$ cat src/sv/gbia_pkg.sv
`timescale 1ns / 1ps
`default_nettype none
// ----------------------------------------------------------------------------
// Grouped bitmap inode allocator package
// Sizes, codes and the sequencer state type shared by the allocator files.
// ----------------------------------------------------------------------------
package gbia_pkg;

  localparam int MAX_GROUPS    = 8;
  localparam int MAX_PER_GROUP = 256;

  // Bitmap storage: one byte holds eight usage bits.
  localparam int BYTES_PER_GRP = MAX_PER_GROUP / 8;
  localparam int BITMAP_BYTES  = MAX_GROUPS * BYTES_PER_GRP;
  localparam int GRP_W         = $clog2(MAX_GROUPS);
  localparam int BYTE_W        = $clog2(BYTES_PER_GRP);
  localparam int BADDR_W       = GRP_W + BYTE_W;
  localparam int BIT_W         = BYTE_W + 3;

  localparam int NUM_W    = 12;
  localparam int CNT_W    = 9;
  localparam int NG_W     = 4;
  localparam int STEP_W   = 4;
  localparam int FUNC_W   = 2;
  localparam int STATUS_W = 2;

  localparam logic [NUM_W-1:0] TOTAL_MAX = NUM_W'(MAX_GROUPS * MAX_PER_GROUP);
  localparam logic [CNT_W-1:0] PER_MAX   = CNT_W'(MAX_PER_GROUP);
  localparam logic [NG_W-1:0]  NG_MAX    = NG_W'(MAX_GROUPS);

  // Configuration port.
  localparam int CFG_IDX_W  = 2;
  localparam int CFG_DATA_W = 9;
  localparam logic [CFG_IDX_W-1:0] CFG_READY  = 2'd0;
  localparam logic [CFG_IDX_W-1:0] CFG_PER    = 2'd1;
  localparam logic [CFG_IDX_W-1:0] CFG_GROUPS = 2'd2;

  // Request kinds.
  localparam logic [FUNC_W-1:0] FUNC_ALLOC = 2'd0;
  localparam logic [FUNC_W-1:0] FUNC_FREE  = 2'd1;
  localparam logic [FUNC_W-1:0] FUNC_CLEAR = 2'd2;
  localparam logic [FUNC_W-1:0] FUNC_MARK  = 2'd3;

  // Result status codes.
  localparam logic [STATUS_W-1:0] STATUS_OK      = 2'd0;
  localparam logic [STATUS_W-1:0] STATUS_INVALID = 2'd1;
  localparam logic [STATUS_W-1:0] STATUS_FULL    = 2'd2;

  typedef enum logic [3:0] {
    S_IDLE,
    S_AL_GRP,
    S_AL_RD,
    S_AL_CHK,
    S_DIV,
    S_LOC,
    S_RD,
    S_MOD,
    S_DONE
  } state_e;

endpackage
`default_nettype wire

$ cat src/sv/grouped_bitmap_inode_allocator_top.sv
`timescale 1ns / 1ps
`default_nettype none
// ----------------------------------------------------------------------------
// Grouped bitmap inode allocator
// First-fit inode allocator over a grouped usage bitmap with per-group and
// total free counts, driven by a small sequencer around one bitmap RAM.
// ----------------------------------------------------------------------------
// Channel  | Direction | Contents
// s_axis   | in        | tuser[1:0] func, tdata[11:0] inode_number
// m_axis   | out       | tdata[11:0] allocated_number, [13:12] status,
//          |           | [25:14] total_free
// cfg      | in        | we, index (0 ready, 1 per-group, 2 group count), data
//
// An alloc reads and checks the bitmap one byte at a time through the single
// RAM port and passes over a group whose free count is zero without reading.
// Free and mark run a 12-step restoring divider and a read-modify-write.
// Clear, any request while not mounted and a free or mark of number zero
// go straight to the result; a number whose group is out of range is
// turned away once the divider has finished.
// Reset marks every bitmap byte not valid, so it reads as all free; there
// is no clearing pass. A result waits in the output register while the
// next item is accepted; the sequencer only stalls when that slot is full.
// ----------------------------------------------------------------------------
module grouped_bitmap_inode_allocator_top (
  input  wire logic                             clk_i,
  input  wire logic                             rst_ni,
  // Configuration write port.
  input  wire logic                             cfg_we_i,
  input  wire logic [gbia_pkg::CFG_IDX_W-1:0]   cfg_idx_i,
  input  wire logic [gbia_pkg::CFG_DATA_W-1:0]  cfg_data_i,
  // Request stream.
  input  wire logic                             s_axis_tvalid,
  output logic                                  s_axis_tready,
  input  wire logic [15:0]                      s_axis_tdata,  // [11:0] inode_number
  input  wire logic [gbia_pkg::FUNC_W-1:0]      s_axis_tuser,  // [1:0] func
  // Result stream.
  output logic                                  m_axis_tvalid,
  input  wire logic                             m_axis_tready,
  output logic [31:0]                           m_axis_tdata   // [11:0] allocated_number,
                                                               // [13:12] status,
                                                               // [25:14] total_free
);

  import gbia_pkg::*;

  // Configuration registers.
  logic             ready_q;
  logic [CNT_W-1:0] per_cfg_q;
  logic [NG_W-1:0]  ng_cfg_q;

  // Sequencer and datapath registers.
  state_e               state_q, state_d;
  logic [FUNC_W-1:0]    func_q, func_d;
  logic [NG_W-1:0]      g_q, g_d;
  logic [BYTE_W-1:0]    j_q, j_d;
  logic [NUM_W-1:0]     base_q, base_d;
  logic [NUM_W-1:0]     quo_q, quo_d;
  logic [BIT_W-1:0]     rem_q, rem_d;
  logic [STEP_W-1:0]    step_q, step_d;
  logic [NUM_W-1:0]     res_num_q, res_num_d;
  logic [STATUS_W-1:0]  res_status_q, res_status_d;

  // Free counts and bitmap byte valid flags.
  logic [CNT_W-1:0]        gcnt_q [MAX_GROUPS];
  logic [CNT_W-1:0]        gcnt_d [MAX_GROUPS];
  logic [NUM_W-1:0]        total_q, total_d;
  logic [BITMAP_BYTES-1:0] valid_q, valid_d;
  logic                    rd_valid_q;

  // Output register.
  logic              m_valid_q, m_valid_d;
  logic [NUM_W-1:0]  m_num_q, m_num_d;
  logic [STATUS_W-1:0] m_status_q, m_status_d;
  logic [NUM_W-1:0]  m_total_q, m_total_d;

  // RAM port.
  logic [BADDR_W-1:0] ram_addr;
  logic               ram_we;
  logic [7:0]         ram_wdata;
  logic [7:0]         ram_rdata;

  // Effective configuration: per-group count clamped to 1..MAX, groups to MAX.
  logic [CNT_W-1:0] eff_per;
  logic [NG_W-1:0]  eff_ng;

  always_comb begin
    if (per_cfg_q == '0) begin
      eff_per = CNT_W'(1);
    end else if (per_cfg_q > PER_MAX) begin
      eff_per = PER_MAX;
    end else begin
      eff_per = per_cfg_q;
    end
    eff_ng = (ng_cfg_q > NG_MAX) ? NG_MAX : ng_cfg_q;
  end

  // Handshake helpers.
  logic s_fire, out_free;
  logic [FUNC_W-1:0] in_func;
  logic [NUM_W-1:0]  in_ino;

  assign s_axis_tready = (state_q == S_IDLE);
  assign s_fire        = s_axis_tvalid && s_axis_tready;
  assign out_free      = !m_valid_q || m_axis_tready;
  assign in_func       = s_axis_tuser;
  assign in_ino        = s_axis_tdata[NUM_W-1:0];

  // A byte never written since reset or the last clear reads as all free.
  logic [7:0] rd_byte;
  assign rd_byte = rd_valid_q ? ram_rdata : 8'h00;

  // Alloc scan: first clear bit of the current byte among bits below the
  // per-group count.
  logic                grp_end, grp_empty, al_hit, al_last;
  logic [2:0]          al_k;
  logic [BIT_W-1:0]    al_pos;
  logic [CNT_W-1:0]    byte_next;

  assign grp_end   = (g_q == eff_ng);
  assign grp_empty = (gcnt_q[g_q[GRP_W-1:0]] == '0);
  assign byte_next = {1'b0, j_q, 3'b000} + CNT_W'(8);
  assign al_last   = (byte_next >= eff_per);

  always_comb begin
    logic [BIT_W-1:0] pos;
    al_hit = 1'b0;
    al_k   = 3'd0;
    for (int k = 7; k >= 0; k--) begin
      pos = {j_q, 3'(k)};
      if (!rd_byte[k] && ({1'b0, pos} < eff_per)) begin
        al_hit = 1'b1;
        al_k   = 3'(k);
      end
    end
  end
  assign al_pos = {j_q, al_k};

  // Restoring divider step: one quotient bit per cycle.
  logic [CNT_W-1:0] div_trial, div_diff;
  logic             div_ge, div_last, loc_ok;

  assign div_trial = {rem_q, quo_q[NUM_W-1]};
  assign div_ge    = (div_trial >= eff_per);
  assign div_diff  = div_trial - eff_per;
  assign div_last  = (step_q == STEP_W'(NUM_W - 1));
  assign loc_ok    = (quo_q < {{(NUM_W-NG_W){1'b0}}, eff_ng});

  // Bit addressed by a free or mark.
  logic [7:0] loc_mask;
  assign loc_mask = 8'(1) << rem_q[2:0];

  // Clear: total is groups in use times the per-group count.
  logic [NG_W+CNT_W-1:0] clr_total;
  assign clr_total = eff_ng * eff_per;

  // Next state.
  always_comb begin
    state_d = state_q;
    case (state_q)
      S_IDLE: begin
        if (s_fire) begin
          if (!ready_q || in_func == FUNC_CLEAR) begin
            state_d = S_DONE;
          end else if (in_func == FUNC_ALLOC) begin
            state_d = S_AL_GRP;
          end else if (in_ino == '0) begin
            state_d = S_DONE;
          end else begin
            state_d = S_DIV;
          end
        end
      end
      S_AL_GRP: begin
        if (grp_end) begin
          state_d = S_DONE;
        end else if (!grp_empty) begin
          state_d = S_AL_RD;
        end
      end
      S_AL_RD:  state_d = S_AL_CHK;
      S_AL_CHK: begin
        if (al_hit) begin
          state_d = S_DONE;
        end else if (al_last) begin
          state_d = S_AL_GRP;
        end else begin
          state_d = S_AL_RD;
        end
      end
      S_DIV: begin
        if (div_last) begin
          state_d = S_LOC;
        end
      end
      S_LOC:  state_d = loc_ok ? S_RD : S_DONE;
      S_RD:   state_d = S_MOD;
      S_MOD:  state_d = S_DONE;
      S_DONE: begin
        if (out_free) begin
          state_d = S_IDLE;
        end
      end
      default: state_d = S_IDLE;
    endcase
  end

  // Datapath and outputs.
  always_comb begin
    logic [CNT_W-1:0] gsel;
    func_d       = func_q;
    g_d          = g_q;
    j_d          = j_q;
    base_d       = base_q;
    quo_d        = quo_q;
    rem_d        = rem_q;
    step_d       = step_q;
    res_num_d    = res_num_q;
    res_status_d = res_status_q;
    gcnt_d       = gcnt_q;
    total_d      = total_q;
    valid_d      = valid_q;
    ram_we       = 1'b0;
    ram_wdata    = rd_byte;
    m_valid_d    = m_valid_q && !m_axis_tready;
    m_num_d      = m_num_q;
    m_status_d   = m_status_q;
    m_total_d    = m_total_q;
    gsel         = gcnt_q[g_q[GRP_W-1:0]];

    if (state_q == S_AL_GRP || state_q == S_AL_RD || state_q == S_AL_CHK) begin
      ram_addr = {g_q[GRP_W-1:0], j_q};
    end else begin
      ram_addr = {g_q[GRP_W-1:0], rem_q[BIT_W-1:3]};
    end

    case (state_q)
      S_IDLE: begin
        if (s_fire) begin
          func_d       = in_func;
          res_num_d    = '0;
          res_status_d = STATUS_OK;
          g_d          = '0;
          j_d          = '0;
          base_d       = '0;
          rem_d        = '0;
          step_d       = '0;
          quo_d        = in_ino - NUM_W'(1);
          if (!ready_q) begin
            res_status_d = STATUS_INVALID;
          end else if (in_func == FUNC_CLEAR) begin
            valid_d = '0;
            for (int g = 0; g < MAX_GROUPS; g++) begin
              gcnt_d[g] = (NG_W'(g) < eff_ng) ? eff_per : '0;
            end
            total_d = clr_total[NUM_W-1:0];
          end else if (in_func != FUNC_ALLOC && in_ino == '0) begin
            res_status_d = STATUS_INVALID;
          end
        end
      end
      S_AL_GRP: begin
        if (grp_end) begin
          res_status_d = STATUS_FULL;
        end else if (grp_empty) begin
          g_d    = g_q + NG_W'(1);
          base_d = base_q + {{(NUM_W-CNT_W){1'b0}}, eff_per};
        end else begin
          j_d = '0;
        end
      end
      S_AL_CHK: begin
        if (al_hit) begin
          ram_we    = 1'b1;
          ram_wdata = rd_byte | (8'(1) << al_k);
          valid_d[ram_addr] = 1'b1;
          if (gsel != '0) begin
            gcnt_d[g_q[GRP_W-1:0]] = gsel - CNT_W'(1);
          end
          if (total_q != '0) begin
            total_d = total_q - NUM_W'(1);
          end
          res_num_d = base_q + {{(NUM_W-BIT_W){1'b0}}, al_pos} + NUM_W'(1);
        end else if (al_last) begin
          g_d    = g_q + NG_W'(1);
          base_d = base_q + {{(NUM_W-CNT_W){1'b0}}, eff_per};
        end else begin
          j_d = j_q + BYTE_W'(1);
        end
      end
      S_DIV: begin
        rem_d  = div_ge ? div_diff[BIT_W-1:0] : div_trial[BIT_W-1:0];
        quo_d  = {quo_q[NUM_W-2:0], div_ge};
        step_d = step_q + STEP_W'(1);
      end
      S_LOC: begin
        if (!loc_ok) begin
          res_status_d = STATUS_INVALID;
        end else begin
          g_d = {{(NG_W-GRP_W){1'b0}}, quo_q[GRP_W-1:0]};
        end
      end
      S_MOD: begin
        if (func_q == FUNC_FREE) begin
          // A double free leaves the bit clear but still counts up.
          ram_we    = 1'b1;
          ram_wdata = rd_byte & ~loc_mask;
          valid_d[ram_addr] = 1'b1;
          if (gsel < PER_MAX) begin
            gcnt_d[g_q[GRP_W-1:0]] = gsel + CNT_W'(1);
          end
          if (total_q < TOTAL_MAX) begin
            total_d = total_q + NUM_W'(1);
          end
        end else if ((rd_byte & loc_mask) == 8'h00) begin
          ram_we    = 1'b1;
          ram_wdata = rd_byte | loc_mask;
          valid_d[ram_addr] = 1'b1;
          if (gsel != '0) begin
            gcnt_d[g_q[GRP_W-1:0]] = gsel - CNT_W'(1);
          end
          if (total_q != '0) begin
            total_d = total_q - NUM_W'(1);
          end
        end
      end
      S_DONE: begin
        if (out_free) begin
          m_valid_d  = 1'b1;
          m_num_d    = res_num_q;
          m_status_d = res_status_q;
          m_total_d  = total_q;
        end
      end
      default: begin
      end
    endcase
  end

  gbia_ram #(
    .WIDTH(8),
    .DEPTH(BITMAP_BYTES)
  ) u_bitmap (
    .clk_i  (clk_i),
    .addr_i (ram_addr),
    .we_i   (ram_we),
    .wdata_i(ram_wdata),
    .rdata_o(ram_rdata)
  );

  // Control state.
  always_ff @(posedge clk_i or negedge rst_ni) begin
    if (!rst_ni) begin
      state_q   <= S_IDLE;
      ready_q   <= 1'b0;
      per_cfg_q <= PER_MAX;
      ng_cfg_q  <= NG_MAX;
      total_q   <= '0;
      valid_q   <= '0;
      m_valid_q <= 1'b0;
      for (int g = 0; g < MAX_GROUPS; g++) begin
        gcnt_q[g] <= '0;
      end
    end else begin
      state_q   <= state_d;
      total_q   <= total_d;
      valid_q   <= valid_d;
      m_valid_q <= m_valid_d;
      gcnt_q    <= gcnt_d;
      if (cfg_we_i) begin
        case (cfg_idx_i)
          CFG_READY:  ready_q   <= cfg_data_i[0];
          CFG_PER:    per_cfg_q <= cfg_data_i;
          CFG_GROUPS: ng_cfg_q  <= cfg_data_i[NG_W-1:0];
          default: begin
          end
        endcase
      end
    end
  end

  // Payload registers.
  always_ff @(posedge clk_i) begin
    func_q       <= func_d;
    g_q          <= g_d;
    j_q          <= j_d;
    base_q       <= base_d;
    quo_q        <= quo_d;
    rem_q        <= rem_d;
    step_q       <= step_d;
    res_num_q    <= res_num_d;
    res_status_q <= res_status_d;
    rd_valid_q   <= valid_q[ram_addr];
    m_num_q      <= m_num_d;
    m_status_q   <= m_status_d;
    m_total_q    <= m_total_d;
  end

  assign m_axis_tvalid = m_valid_q;
  assign m_axis_tdata  = {6'd0, m_total_q, m_status_q, m_num_q};

`ifndef SYNTHESIS
  a_total_bound: assert property (@(posedge clk_i) disable iff (!rst_ni)
    total_q <= TOTAL_MAX)
    else $error("total free count above its maximum");

  a_chk_group_nonzero: assert property (@(posedge clk_i) disable iff (!rst_ni)
    (state_q == S_AL_CHK) |-> (gcnt_q[g_q[GRP_W-1:0]] != '0))
    else $error("alloc scanning a group with no free count");

  a_loc_after_div: assert property (@(posedge clk_i) disable iff (!rst_ni)
    (state_q == S_LOC) |-> ($past(state_q) == S_DIV && $past(div_last)))
    else $error("locate entered before the division finished");

  a_clear_valid: assert property (@(posedge clk_i) disable iff (!rst_ni)
    (s_fire && ready_q && in_func == FUNC_CLEAR) |=> (valid_q == '0))
    else $error("clear left bitmap bytes marked valid");

  a_full_no_number: assert property (@(posedge clk_i) disable iff (!rst_ni)
    (m_valid_q && m_status_q == STATUS_FULL) |-> (m_num_q == '0))
    else $error("full result carries an inode number");
`endif

endmodule
`default_nettype wire

$ cat src/sv/gbia_ram.sv
`timescale 1ns / 1ps
`default_nettype none
// ----------------------------------------------------------------------------
// Generic single-port RAM
// One address for read and write, read data registered.
// ----------------------------------------------------------------------------
module gbia_ram #(
  parameter int WIDTH = 8,
  parameter int DEPTH = 256
) (
  input  wire logic                     clk_i,
  input  wire logic [$clog2(DEPTH)-1:0] addr_i,
  input  wire logic                     we_i,
  input  wire logic [WIDTH-1:0]         wdata_i,
  output logic      [WIDTH-1:0]         rdata_o
);

  logic [WIDTH-1:0] mem_q [DEPTH];

  always_ff @(posedge clk_i) begin
    if (we_i) begin
      mem_q[addr_i] <= wdata_i;
    end
    rdata_o <= mem_q[addr_i];
  end

endmodule
`default_nettype wire

$ cat config.mk
export PLATFORM = sky130hd
export DESIGN_NAME = grouped_bitmap_inode_allocator_top
export DESIGN_NICKNAME = d
export VERILOG_FILES = /design/src/sv/gbia_pkg.sv /design/src/sv/grouped_bitmap_inode_allocator_top.sv /design/src/sv/gbia_ram.sv
export SDC_FILE = /design/constraint.sdc
export NUM_CORES = 2
export LEC_CHECK = 0
export BUFFER_PORTS_ARGS = -buffer_cell sky130_fd_sc_hd__buf_2
export CORE_MARGIN = 2
export CORE_UTILIZATION = 51
export CTS_CLUSTER_SIZE = 40
export DETAILED_ROUTE_END_ITERATION = 16
export GPL_ROUTABILITY_DRIVEN = 0
export PLACE_DENSITY_LB_ADDON = 0.08
export SYNTH_ARGS = -nofsm -noshare
export SYNTH_HDL_FRONTEND = slang
export SYNTH_SLANG_ARGS = --single-unit
$ cat constraint.sdc
create_clock -name clk_i -period 10.6 [get_ports clk_i]
set_input_delay 1.59 -clock clk_i [delete_from_list [all_inputs] [get_ports clk_i]]
set_output_delay 1.59 -clock clk_i [all_outputs]
set_load 0.005 [all_outputs]
# [After elaboration in Yosys (flattened, before gate mapping)]
# Memory sizes are Yosys's and may differ from the RTL's. A register that Yosys moved wholly into a read port is not among the register bits.
# Index checks and enable logic that the tools add are counted.
[word_totals] ff_bits=447 ram_bits=2048 out_inout_bits=34 wordCells=294 memories=1
[mem_list] memory="u_bitmap.mem_q" words=256 width=8 read_ports=1 rd_clocked_by_memory_dff=1 write_ports=1 line="gbia_ram.sv:18" rtl="logic [WIDTH-1:0] mem_q [DEPTH];"
[classes] n_addsub=13 mul=1 n_lt_le_gt_ge=27 eq_ne=33 shifts=2 muxes=123 bitwise_logic=7 n_reduce_logical=59
[op_table] operator="2-to-1 mux 256 bit" n=6
[op_table] operator="case mux 256 bit (3 select lines)" n=1
[op_table] operator="2-to-1 mux 72 bit" n=8
[op_table] operator="OR 256 bit" n=1
[op_table] operator="case mux 72 bit (3 select lines)" n=1
[op_table] operator="2-to-1 mux 12 bit" n=15
[op_table] operator="bitwise mux 72 bit" n=2
[op_table] operator="2-to-1 mux 9 bit" n=13
[op_table] operator="less-than comparator 8 x 9 -> 1 bit" n=8
[op_table] operator="case mux 12 bit (3 select lines)" n=2
[op_table] operator="2-to-1 mux 4 bit" n=17
[op_table] operator="2-to-1 mux 8 bit" n=6
[op_table] operator="case mux 12 bit (2 select lines)" n=2
[op_table] operator="case mux 4 bit (9 select lines)" n=1
[op_table] operator="case mux 8 bit (2 select lines)" n=2
[op_table] operator="2-to-1 mux 5 bit" n=6
[op_table] operator="binary-select mux 9 bit (select 3 bit)" n=1
[op_table] operator="demux 9 bit (select 3 bit)" n=1
[op_table] operator="adder 12 x 1 -> 12 bit, second input constant" n=2
[op_table] operator="2-to-1 mux 3 bit" n=8
[op_table] operator="!= test 2 bit, second input constant" n=12
[op_table] operator="subtractor 12 x 1 -> 12 bit, second input constant" n=2
[op_table] operator="AND reduction 7 bit" n=3
[op_table] operator="2-to-1 mux 1 bit" n=20
[op_table] operator="other kinds (61)" n=125

# [Depth between registers and ports, before layout]
[logic_depth] word_depth=17 depth_mapped=21 ltp_nobuf=19

# [Cells and area by module]
# From an unflattened synthesis, not the netlist that was laid out.
[hier_totals] hier_cells=6559 area_unflattened_um2=104554.0
[by_module_without_submodules] mod="gbia_ram" n_inst=1 cells_each=3547 area_per_inst_um2=78492.8
[by_module_without_submodules] mod="grouped_bitmap_inode_allocator_top" n_inst=1 cells_each=3012 area_per_inst_um2=26061.2

# [Worst setup path before layout]
# OpenSTA, ideal clock, no wires.
[synth_path] path_kind="register to register" from="reg per_cfg_q[8]" to="mem u_bitmap.mem_q[0][4], data pin" setup_time_ps=1577 arrival_time_ps=10093 slack_ps=-1070 stages_incl_launch_ff=16 path_buffers=3 cell_sequence="dfstp_2 > buf_2 > clkbuf_1 > inv_2 > nand2_1 > ha_1 > a211oi_1 > o32ai_1 > or3_1 > nand4_1 > and2_1 > buf_2 > inv_1 > o31ai_1 > a21oi_1 > a21oi_1"
[synth_via] elab_chain_len=17 word_cells_on_any_way=40 cone_classes="order compare: 9; shift: 1; mux: 20; bitwise: 1; reduce/logical: 9"
[synth_rtl] element="start: declaration" line="grouped_bitmap_inode_allocator_top.sv:48" rtl="logic [CNT_W-1:0] per_cfg_q;"
[synth_rtl] element="start signal: assignment" line="grouped_bitmap_inode_allocator_top.sv:372" rtl="CFG_PER: per_cfg_q <= cfg_data_i;"
[synth_rtl] element="greater-than comparator 9 bit" line="grouped_bitmap_inode_allocator_top.sv:89" rtl="end else if (per_cfg_q > PER_MAX) begin"
[synth_rtl] element="2-to-1 mux 9 bit" line="grouped_bitmap_inode_allocator_top.sv:89"
[synth_rtl] element="2-to-1 mux 9 bit *" line="grouped_bitmap_inode_allocator_top.sv:87" rtl="if (per_cfg_q == '0) begin"
[synth_rtl] element="less-than comparator 8 x 9 -> 1 bit" line="grouped_bitmap_inode_allocator_top.sv:130" rtl="if (!rd_byte[k] && ({1'b0, pos} < eff_per)) begin"
[synth_rtl] element="logical AND 1 bit" line="grouped_bitmap_inode_allocator_top.sv:130"
[synth_rtl] element="2-to-1 mux 3 bit (8 in a row)" line="grouped_bitmap_inode_allocator_top.sv:130"
[synth_rtl] element="<< shifter 1 x 3 -> 8 bit" line="grouped_bitmap_inode_allocator_top.sv:274" rtl="ram_wdata = rd_byte | (8'(1) << al_k);"
[synth_rtl] element="OR 8 bit" line="grouped_bitmap_inode_allocator_top.sv:274"
[synth_rtl] element="2-to-1 mux 8 bit *" line="grouped_bitmap_inode_allocator_top.sv:272" rtl="if (al_hit) begin"
[synth_rtl] element="case mux 8 bit (2 select lines) *" line="grouped_bitmap_inode_allocator_top.sv:236" rtl="case (state_q)"
[synth_rtl] element="via ram_wdata[4]" line="grouped_bitmap_inode_allocator_top.sv:79" rtl="logic [7:0] ram_wdata;"
[synth_rtl] element="end: declaration" line="gbia_ram.sv:18"
# The timed path passes the listed nets; every way through them passes the cells marked *.

# [Final worst setup path]
[layout_path] from="reg per_cfg_q[8]" to="mem u_bitmap.mem_q[14][7], data pin"
# The elaborated chain is that of the path after synthesis.

==> results.md <==
STA:
- The final period utilization is 64.0%.
- The actual transition at the worst max-transition pin is 1.44 ns.
- The max-slew violation count came to 0.
- The post-layout minimum cycle time is 6.78 ns.
- Setup repair after global routing left no endpoint under its margin.
- The final hold violation count is 0.
- Measured against its own limit, the worst slew margin works out to 4.32%.
- The maximum frequency from static timing analysis is 148 MHz.
- Setup violations remaining at the end of the flow were counted as 0.
- The worst clock skew on the final layout is 0.0947 ns.
- The final total negative setup slack is 0 ns.

Setup path:
- The arrival time reported for the critical path endpoint is 7.37 ns.
- The origin of the critical flop-to-flop path is per_cfg_q[8].
- Traced cell by cell, the critical path runs through inv_2 -> nand2_1 -> ha_1 -> a211oi_1 -> o32ai_1 -> nor3_1 -> a221oi_1 -> o21a_1 -> nand3_1 -> o21ai_0 -> a21oi_1 -> nor2_4 -> buf_4 -> buf_12.
- The critical path in this run is classified as reg -> reg.
- For the worst flop-to-flop path, the logic depth is 14.
- The capturing point of the worst reg2reg path is u_bitmap.mem_q[14][7].
- The slowest cell on the critical path is sky130_fd_sc_hd__dfstp_2.
- The worst reg-to-reg setup slack is 3.82 ns.
- The biggest cell delay along the critical path is 0.86 ns.
- The worst setup path startpoint is per_cfg_q[8].
- For the worst setup path, the data required time is 11.19 ns.
- The maximum net fanout on the critical path is 184.
- In this run the worst setup path terminates at u_bitmap.mem_q[14][7].
- The kind of end point of the critical path is a flop.
- STA classifies the critical path startpoint as a flop.

Floorplanning:
- During I/O placement, the number of pins put on the boundary was 68.
- The initial utilization of the core area, before any placement, comes to 51.3%.
- The cell row count is 166.
- The core footprint is 0.205 mm^2.
- In this run the horizontal extent of the chip is 458 um.
- The die is 458 um tall.
- The area of the die is 0.210 mm^2.

Global route:
- The initial antenna violation count is 7.
- The pin count of the biggest net entering global routing is 212.
- The number of global-route vias before repair is 60700.
- The total global routing overflow is 0.
- The first-pass GRT wire length is 423000 um.
- For this run, the total global-route usage over all layers was measured as 27.7%.

Synth:
- In this run, synthesis inferred 2135 flip-flops with an integrated enable.
- In this run the cell area of the synthesized design comes to 0.105 mm^2.
- A synthesized cell averages 15.8 um^2.
- During synthesis, Yosys emitted a total of 0 warnings.
- By area the synthesized netlist is led by sky130_fd_sc_hd__edfxtp_1, sky130_fd_sc_hd__mux4_2, sky130_fd_sc_hd__dfrtp_1, sky130_fd_sc_hd__nor2_1, sky130_fd_sc_hd__nand2_1.
- The part of the Yosys area used for sequential elements is 69.7%.
- The number of library cell types mapped by synthesis is 90.
- Counting flops and latches in the post-synthesis netlist gives 2503.
- Of all cell types, the one taking the most synthesized area is sky130_fd_sc_hd__edfxtp_1.
- The gate count of the mapped netlist is 6671.
- The share of async-settable or async-resettable flops after synthesis is 14.3%.
- The fraction of post-synthesis cell area in the top cell type by area is 61.0%.
- In the synthesized netlist the dominant register cell turns out to be sky130_fd_sc_hd__edfxtp_1.

Finish:
- In the final design database the tool counted 6837 nets.
- The final design area excluding fillers is 0.117 mm^2.
- The filler cells instantiated in the layout total 15900.
- The ratio of cells with drive above 1 in the final layout is 18.0%.
- The area growth from synthesis to layout is 11.0%.
- In the layout the commonest cells are sky130_fd_sc_hd__edfxtp_1, sky130_fd_sc_hd__nor2_1, sky130_fd_sc_hd__nand2_1.
- The most frequent standard cell in the layout excluding fill and tap cells is sky130_fd_sc_hd__edfxtp_1.

Routing:
- The via density per instance is 6.36.
- Dividing the detail-routed wire length by the instance count gives 30.3 um.
- The first routing iteration left 6998 violations.
- In the routed design, unresolved DRC markers number 0.
- The detailed-route via count is 61000.
- The total wire length is 291000 um.
- The detail route stage leaves a number of antenna-violating nets equal to 0.
- The pre-antenna-repair detailed-routing pass consisted of 8 iterations.

Clocking:
- Clock latency on the worst-skew pair, taken at its later pin, is 0.95 ns.
- The cts-stage hold buffer count is 0.
- The maximum level of the CTS H-tree is 5.
- In this run the post-CTS setup repair buffer count came out at 0.
- The total of cells resized after clock tree synthesis is 0.
- The root buffer cell chosen for the clock tree is sky130_fd_sc_hd__clkbuf_16.
- The total number of clock tree sinks is 2503.
- The total CTS buffers is 279.
- The maximum count of clock buffers along a single path is 4.
- After clock tree synthesis, the clock-pin slew on the worst setup and hold paths is 0.06 ns.
- The TritonCTS clock tree is yes.

Power:
- The worst ir drop on vdd is 344 uV.
- The power per cell area is 307 mW/mm^2.
- For this design the static power due to leakage is 40.1 nW.

Outcome:
- The run finished with clean final reports.

Job:
- The tool flagged a number of max-cap violations equal to 0.

Placed design:
- Detailed placement finished with a half-perimeter wire length of 169000 um.
- In this run the cell area measured after placement is 0.108 mm^2.
- Buffers placed on the I/O ports in this run total 57.

Min path:
- The worst min-delay path class is reg -> reg.
[area by class of cell]
class	count	area [um^2]	area share, %
clock inverters	105	778	0.667
flip-flops and latches	2503	73300	62.8
repair buffers	198	1580	1.35
diodes	3	7.51	0.00643
inverters	55	206	0.177
well taps	2688	3360	2.88
multi-input cells	3687	30000	25.7
clock buffers	359	7520	6.44
[cell usage after synthesis, types with 64 or more instances]
master and number:
sky130_fd_sc_hd__edfxtp_1 2135, sky130_fd_sc_hd__nor2_1 784, sky130_fd_sc_hd__nand2_1 672, sky130_fd_sc_hd__mux4_2 573, sky130_fd_sc_hd__a21oi_1 384, sky130_fd_sc_hd__dfrtp_1 357, sky130_fd_sc_hd__nand3_1 213, sky130_fd_sc_hd__clkbuf_1 210
sky130_fd_sc_hd__o21ai_0 200, sky130_fd_sc_hd__buf_2 121, sky130_fd_sc_hd__a31oi_1 74, sky130_fd_sc_hd__mux2i_1 70, sky130_fd_sc_hd__and3_1 66, sky130_fd_sc_hd__nor3_1 64
[layer usage]
layer / global-route usage (%) / up-vias / routed length, um
met5: 0.207 / - / 66
met4: 9.49 / 4 / 10200
met3: 4.95 / 546 / 21300
met2: 44.0 / 2463 / 140000
met1: 38.9 / 32100 / 119000
li1: - / 26000 / -
[state kept, by name, summed over array words and instances, names as in the netlist]
| signal | flops |
|---|---|
| quo_q | 12 |
| j_q | 5 |
| total_q | 12 |
| u_bitmap.rdata_o | 8 |
| gcnt_q | 72 |
| valid_q | 256 |
| m_total_q | 12 |
| m_status_q | 2 |
| res_num_q | 12 |
| u_bitmap.mem_q | 2048 |
| rem_q | 8 |
| ready_q | 1 |
| ng_cfg_q | 4 |
| m_num_q | 12 |
| func_q | 2 |
| rd_valid_q | 1 |
| m_axis_tvalid | 1 |
| step_q | 4 |
| state_q | 4 |
| g_q | 4 |
| base_q | 12 |
| res_status_q | 2 |
| per_cfg_q | 9 |
[worst min-delay path by stage]
stage	start	endpoint	slack [ns]	cells after the start
floorplan	res_num_q[0]	m_num_q[0]	0.40	0
CTS	res_status_q[1]	m_status_q[1]	0.42	0
detailed placement	res_status_q[1]	m_status_q[1]	0.40	0
global placement	res_num_q[10]	m_num_q[10]	0.40	0
global route	res_num_q[3]	m_num_q[3]	0.42	0
finish	res_status_q[1]	m_status_q[1]	0.42	0
[critical path, delay by kind of cell, from the launching register on]
kind	cells	cell delay, ns
buffers and inverters	3	1.54
flip-flops	1	0.86
AO/OA/AOI/OAI	6	2.58
adder cells (fa/ha/maj)	1	0.27
AND/OR/NAND/NOR	4	0.98
[power breakdown]
part,switching (mW),internal [mW]
clock network,3.77,5.24
logic,9.69,4.65
registers,0.378,12.2
total,13.8,22.0
[per-stage QoR]
stage                     hold WS (ns)  power, mW  instances  util, %  setup slack, ns
after CTS                        0.418       36.0       9595     57.0             4.04
after floorplan                  0.400       21.9       6676        -          -0.0806
final                            0.416       35.9       9598     57.0             3.82
after detailed placement         0.405       27.1       9131     52.9             3.98
after global placement           0.402       26.9       9131     52.9             4.11
after global routing             0.423       37.2       9596     57.0             3.48
[cell families (layout without fill, tap and decap cells)]
group / Yosys count / after routing / share of synthesized area [%]
flops: 2503 / 2503 / 69.7
simple gates: 1912 / 1912 / 7.64
compound gates: 964 / 964 / 5.67
mux: 662 / 662 / 13.2
buf+inv: 486 / 717 / 2.21
fa+ha+maj: 79 / 79 / 1.05
xor+xnor: 64 / 64 / 0.533
other cells: 1 / 9 / 0.00357
Power figures use the tool's default switching activity.
